$ cat src/hw/rtl/hydrogen_bond_pair_detector_core_macros.svh
// Assertion macros for the hydrogen bond pair detector.
`ifndef HYDROGEN_BOND_PAIR_DETECTOR_CORE_MACROS_SVH
`define HYDROGEN_BOND_PAIR_DETECTOR_CORE_MACROS_SVH

// Same-cycle implication, sampled on clk, off while rst_n is low.
`define HBPD_IMPLIES(lbl, ante, cons, msg) \
    lbl: assert property (@(posedge clk) disable iff (!rst_n) (ante) |-> (cons)) \
        else $error(msg);

// Next-cycle implication, sampled on clk, off while rst_n is low.
`define HBPD_NEXT(lbl, ante, cons, msg) \
    lbl: assert property (@(posedge clk) disable iff (!rst_n) (ante) |=> (cons)) \
        else $error(msg);

`endif

$ cat src/hw/rtl/hbpd_pkg.sv
// Shared types, widths and helper functions for the hydrogen bond pair detector.
`default_nettype none

package hbpd_pkg;

    localparam int COORD_W      = 24;
    localparam int PIDX_W       = 12;
    localparam int DIST_W       = 24;
    localparam int ANG_W        = 16;
    localparam int OCC_W        = 24;
    localparam int SUM_W        = 48;
    localparam int FH_W         = 13;
    localparam int FRM_W        = 24;
    localparam int DCUT_W       = 40;
    localparam int COS_W        = 16;
    localparam int SQ_IN_W      = 64;
    localparam int SQ_OUT_W     = 32;
    localparam int CW           = 40;   // CORDIC x/y width
    localparam int ZW           = 24;   // CORDIC angle accumulator, pi/2^20 units
    localparam int CORDIC_STEPS = 19;

    localparam logic signed [COS_W-1:0] COS_CUT_RST = -16'sd23170;

    typedef struct packed {
        logic [OCC_W-1:0] occ;
        logic [SUM_W-1:0] dsum;
        logic [SUM_W-1:0] asum;
    } stat_t;

    // atan(2^-i) in pi/2^20 units
    function automatic logic signed [ZW-1:0] atan_val(input logic [4:0] i);
        logic signed [ZW-1:0] r;
        unique case (i)
            5'd0:    r = 24'sd262144;
            5'd1:    r = 24'sd154753;
            5'd2:    r = 24'sd81767;
            5'd3:    r = 24'sd41506;
            5'd4:    r = 24'sd20834;
            5'd5:    r = 24'sd10427;
            5'd6:    r = 24'sd5215;
            5'd7:    r = 24'sd2608;
            5'd8:    r = 24'sd1304;
            5'd9:    r = 24'sd652;
            5'd10:   r = 24'sd326;
            5'd11:   r = 24'sd163;
            5'd12:   r = 24'sd81;
            5'd13:   r = 24'sd41;
            5'd14:   r = 24'sd20;
            5'd15:   r = 24'sd10;
            5'd16:   r = 24'sd5;
            5'd17:   r = 24'sd3;
            5'd18:   r = 24'sd1;
            default: r = 24'sd0;
        endcase
        return r;
    endfunction

    // arithmetic shift right, truncating toward zero
    function automatic logic signed [CW-1:0] tshr(input logic signed [CW-1:0] v,
                                                  input logic [4:0] s);
        logic [CW-1:0] mag;
        logic [CW-1:0] q;
        mag = v[CW-1] ? CW'(-v) : CW'(v);
        q   = mag >> s;
        return v[CW-1] ? -$signed(q) : $signed(q);
    endfunction

endpackage

`default_nettype wire

$ cat src/hw/rtl/hbpd_isqrt.sv
// Bit-serial integer square root, one result bit per cycle.
`default_nettype none

module hbpd_isqrt import hbpd_pkg::*;
(
    input  logic                clk,
    input  logic                rst_n,
    input  logic                start,
    input  logic [SQ_IN_W-1:0]  value,
    output logic                done,
    output logic [SQ_OUT_W-1:0] root
);

    logic                busy_reg, busy_next;
    logic                done_reg, done_next;
    logic [4:0]          k_reg, k_next;
    logic [SQ_IN_W-1:0]  v_reg, v_next;
    logic [SQ_IN_W-1:0]  r_reg, r_next;
    logic [SQ_IN_W-1:0]  bit_val;
    logic [SQ_IN_W-1:0]  trial;

    always_comb
    begin
        bit_val   = SQ_IN_W'(1) << {k_reg, 1'b0};
        trial     = r_reg + bit_val;
        busy_next = busy_reg;
        done_next = 1'b0;
        k_next    = k_reg;
        v_next    = v_reg;
        r_next    = r_reg;
        if (start)
        begin
            busy_next = 1'b1;
            k_next    = 5'd31;
            v_next    = value;
            r_next    = '0;
        end
        else if (busy_reg)
        begin
            if (v_reg >= trial)
            begin
                v_next = v_reg - trial;
                r_next = (r_reg >> 1) + bit_val;
            end
            else
            begin
                r_next = r_reg >> 1;
            end
            k_next = k_reg - 5'd1;
            if (k_reg == 5'd0)
            begin
                busy_next = 1'b0;
                done_next = 1'b1;
            end
        end
    end

    always_ff @(posedge clk or negedge rst_n)
    begin
        if (!rst_n)
        begin
            busy_reg <= 1'b0;
            done_reg <= 1'b0;
            k_reg    <= '0;
        end
        else
        begin
            busy_reg <= busy_next;
            done_reg <= done_next;
            k_reg    <= k_next;
        end
    end

    always_ff @(posedge clk)
    begin
        v_reg <= v_next;
        r_reg <= r_next;
    end

    assign done = done_reg;
    assign root = r_reg[SQ_OUT_W-1:0];

endmodule

`default_nettype wire

$ cat config.mk
export PLATFORM = sky130hd
export DESIGN_NAME = hbpd_isqrt
export DESIGN_NICKNAME = d
export VERILOG_FILES = /design/src/hw/rtl/hydrogen_bond_pair_detector_core_macros.svh /design/src/hw/rtl/hbpd_pkg.sv /design/src/hw/rtl/hbpd_isqrt.sv
export SDC_FILE = /design/constraint.sdc
export NUM_CORES = 1
export LEC_CHECK = 0
export BUFFER_PORTS_ARGS = -buffer_cell sky130_fd_sc_hd__buf_2
export CORE_MARGIN = 5
export CORE_UTILIZATION = 25
export CTS_CLUSTER_DIAMETER = 40
export CTS_CLUSTER_SIZE = 20
export DETAILED_ROUTE_END_ITERATION = 7
export PLACE_DENSITY_LB_ADDON = 0.25
export SLEW_MARGIN = 20
export SYNTH_ARGS = -nofsm -noshare
export SYNTH_HDL_FRONTEND = slang
export SYNTH_SLANG_ARGS = --single-unit
$ cat constraint.sdc
create_clock -name clk -period 16.5 [get_ports clk]
set_clock_uncertainty 0.15 [all_clocks]
set_input_delay 4.125 -clock clk [delete_from_list [all_inputs] [get_ports clk]]
set_output_delay 4.125 -clock clk [all_outputs]
set_load 0.05 [all_outputs]
---- Word level (Yosys, flattened, before mapping) ----
Index checks and enable logic that the tools add are counted.
cells by class
  reductions and logical operators ........ 4
  $lt $le $gt $ge ......................... 1
  shift operators ......................... 1
  mux-type cells .......................... 12
  add/subtract/negate cells ............... 4
operators with widths
  cell                                               number
  2-to-1 mux 64 bit                                  4
  adder 63 x 64 -> 64 bit                            1
  adder 64 bit                                       1
  >= comparator 64 bit                               1
  left shift 1 x 6 -> 64 bit (first input constant)  1
  subtractor 64 bit                                  1
  2-to-1 mux 5 bit                                   2
  2-to-1 mux 1 bit                                   6
  zero test 5 bit                                    1
  subtractor 5 x 1 -> 5 bit (second input constant)  1
  nonzero test 2 bit                                 2
  AND reduction 2 bit                                1
word-level totals
  register bits after elaboration ......... 135
  bits of input ports ..................... 67
  output and inout port bits .............. 33
  logic and storage cells ................. 27

---- Depth between registers and ports, before layout ----
  depth in word-level cells ............... 6
  mapped depth ............................ 30
  depth with buffers taken out ............ 27

---- Worst setup path after synthesis ----
OpenSTA, ideal clock, no wires.
  path kind ............................... reg-to-reg
  start point ............................. register k_reg[3]
  end point ............................... register v_reg[0], enable pin
  period minus slack after synthesis ...... 10.542 ns
  data arrival time ....................... 9.817 ns
  path slack .............................. 5.958 ns
  required time ........................... 15.775 ns
  library setup time ...................... 0.575 ns
  buffers on the path ..................... 5
  stages on the path, launching flop included .. 25
  cells stage by stage .................... dfrtp_1 -> buf_2 -> or2_2 -> clkbuf_1 -> nor2_1 -> ha_1 -> a31oi_1 -> o32ai_1 -> a2111oi_0 -> o21ai_1 -> a31oi_1 -> o21bai_1 -> a31oi_1 -> xor2_1 -> ha_1 -> clkbuf_1 -> nand4_1 -> nor2_1 -> nand3_1 -> o21ai_0 -> nor2_1 -> o31a_1 -> clkbuf_1 -> clkbuf_1 -> o21ai_0
between the ends
  word-level cells in the longest chain between the ends .. 5
ends and longest elaborated chain
  item                                  RTL line          source
  start, declared                       hbpd_isqrt.sv:16  logic [4:0] k_reg, k_next;
  start signal, assigned                hbpd_isqrt.sv:70  k_reg <= k_next;
  left shift 1 x 6 -> 64 bit            hbpd_isqrt.sv:24  bit_val = SQ_IN_W'(1) << {k_reg, 1'b0};
  adder 64 bit                          hbpd_isqrt.sv:25  trial = r_reg + bit_val;
  >= comparator 64 bit                  hbpd_isqrt.sv:40  if (v_reg >= trial)
  nonzero test 2 bit (no source line)   -
  AND reduction 2 bit (no source line)  -
  end signal, assigned                  hbpd_isqrt.sv:76  v_reg <= v_next;
  end, declared                         hbpd_isqrt.sv:17  logic [SQ_IN_W-1:0] v_reg, v_next;
Every way passes these cells.
A chain may end at the register's enable or synchronous reset.

---- Final worst setup path ----
  start point ............................. register k_reg[0]
  end point ............................... register v_reg[7], enable pin
Same word-level chain as after synthesis.

==> reports/metrics.yaml <==
synth_nets: 2161
slew_violations: 0
cts_tree: "done"
numCtsBuffers: 17
slew_headroom: 0.331
cap_violations: 0
outcome: "finished clean"
cts-root-buf: "clkbuf_16"
seq_area_frac_synth: 0.228
max_freq_ghz: 0.123
synth_enable_flop_cells: 64
ant_nets: 0
initial_core_util: 0.252
cts_max_level: 4
layout_common_cells: "nand2_1, nor2_1, o21ai_0"
die_w_um: 254
grt_first_pass_wirelength_um: 81800
die_area_sq_mm: 0.0643
place_congestion: 0.941
final_nets: 2155
synth_warnings: 0
syn_area_sq_mm: 0.0148
avgSynthCellArea_sq_um: 7.57
cts_resized: 0
synth.area.top_cells: "edfxtp_1, ha_1, dfxtp_1"
setup_viol: 0
worst_path_max_delay_cell: "buf_4"
required_ns: 16.47
area.sequential_sq_mm: 0.00338
finalSetupTns_ns: 0
end_kind: "flip-flop"
drc: 0
post_cts_buffers: 0
grtUsageTotal: 0.161
critPathTopFamily: "compound AO/OA/AOI/OAI gates"
crit_arrival_ns: 8.07
filler_cell_count: 6328
fin_crit_ns: 8.10
ir_drop_mv: 0.105
clkTransAtPathRegs_ns: 0.07
rsz0062_at_grt: "no"
power_density_mw_per_mm2: 177
worst_pin_slew_ns: 0.978
p_leak_nw: 6.34
synthFlopType: "edfxtp_1"
cp_num_buf_inv: 3
min_path_type: "reg2reg"
syn_inst: 1960
finalPower_mw: 2.92
clk_latency_ns: 0.49
first_pass_iters: 6
crit_type: "reg2reg"
vias_per_cell: 5.36
gr-total-overflow: 0
row_count: 89
clock_tree.buffer_depth: 2
synth_top_cell_by_area: "edfxtp_1"
die_h_um: 254
fin_util: 0.279
postCtsHoldBufs: 0
fin_crit_sh: 0.491
fp.coreArea_sq_mm: 0.0589
multi_input_area_sq_mm: 0.0107
first_global_vias: 14300
slowest_delay_ns: 0.67
final_common_cell: "nand2_1"
clock_sinks: 135
syn_to_final_growth_pct: 10.7
wl_per_cell_um: 19.3
critPathLaunchType: "flip-flop"
drive_above_1_share: 0.0966
synth_top_area_frac: 0.129
io_buffers: 99
drt-total-wl_um: 53000
io_pins: 100
synthArstFlopShare: 0.0519
synth.distinct_cells: 85
antenna_found_initial: 0
drtIter0Drc: 1286
vias: 14700
hold_viol_final: 0
synth_seq_cells: 135
diodes: 0
dp_hpwl_um: 41300
grt_max_degree: 83
crit_fanout: 56
## layout make-up
type / instances / share of cell area
Sequential cell: 135 / 0.206
Multi-Input combinational cell: 1646 / 0.651
Tap cell: 773 / 0.0588
Inverter: 46 / 0.0105
Clock buffer: 22 / 0.0308
Clock inverter: 10 / 0.00845
Timing Repair Buffer: 108 / 0.0346
## synth_stat cells, types with 13 or more instances
master,instances
inv_1,45
a31o_2,19
xnor2_1,72
and2_1,20
ha_1,133
and3_1,20
nand3_1,41
dfxtp_1,64
buf_4,32
a211oi_1,36
o211ai_1,13
o21bai_1,35
nand4_1,39
clkbuf_1,96
o21ai_0,142
o21ai_1,24
a21oi_1,123
nor2_1,199
a31oi_1,68
o31ai_1,21
nand2_1,243
edfxtp_1,64
a21o_1,51
xor2_1,84
nor3_1,48
nor2b_1,16
## cell families after synthesis
kind of cell / count (synthesis) / share of synthesized area
muxes: 15 / 0.0105
adders and majority gates: 138 / 0.116
and+or+nand+nor: 695 / 0.216
DFF: 135 / 0.228
buffers and inverters: 179 / 0.0535
AOI/OAI and AO/OA: 642 / 0.284
xor gates and xnor gates: 156 / 0.0921
## worst register-to-register path: stages, from the launching register on
cell and delay [ns]:
dfrtp_1 0.45, inv_1 0.11, ha_1 0.22, nand2_1 0.19, nor2_1 0.11, ha_1 0.36, nand4_1 0.20, nor3_1 0.47
o21ai_1 0.13, nand2_1 0.16, a21oi_2 0.13, o21ba_2 0.28, o41ai_4 0.66, a21oi_1 0.31, o21ai_1 0.24, xnor2_1 0.10
ha_1 0.56, nand4_1 0.20, nor2_1 0.44, nand3_1 0.14, o21ai_0 0.18, nor2_1 0.14, o31a_1 0.33, buf_4 0.31
o21ai_4 0.38, buf_4 0.67
## worst paths after layout
kind | startpoint | endpoint | slack [ns] | cells past startpoint
setup reg to reg | k_reg[0] | v_reg[7] | 8.40 | 25
max in group asynchronous | rst_n | busy_reg | 12.66 | 1
setup / recovery | k_reg[0] | v_reg[7] | 8.40 | 25
min in group asynchronous | rst_n | k_reg[1] | 3.33 | 1
hold reg to reg | r_reg[0] | r_reg[0] | 0.37 | 2
hold / removal | r_reg[0] | r_reg[0] | 0.37 | 2
## metrics by stage
stage               instance area (sq um)  hold WS, ns  setup WS, ns  cells
CTS                                 16400        0.369          8.38   2740
global placement                    15800        0.379          8.52   2708
detailed placement                  15800        0.362          8.40   2708
global route                        16400        0.453          7.94   2740
floorplan                           14800        0.328          5.96   1960
finish                              16400        0.368          8.40   2740
## where the power goes
part	internal (mW)	leakage, nW	total (mW)	switching, mW
Clock	0.263	0.315	0.434	0.171
Sequential	0.521	1.26	0.641	0.120
Combinational	0.680	4.77	1.84	1.16
## per-layer routing
layer	wire (um)	vias to the layer above	track usage
met1	25100	7012	0.219
met3	2340	69	0.0306
met5	0	-	0
met4	1410	0	0.0505
met2	24100	384	0.261
li1	-	7208	-
(Power assumes the default switching activity.)
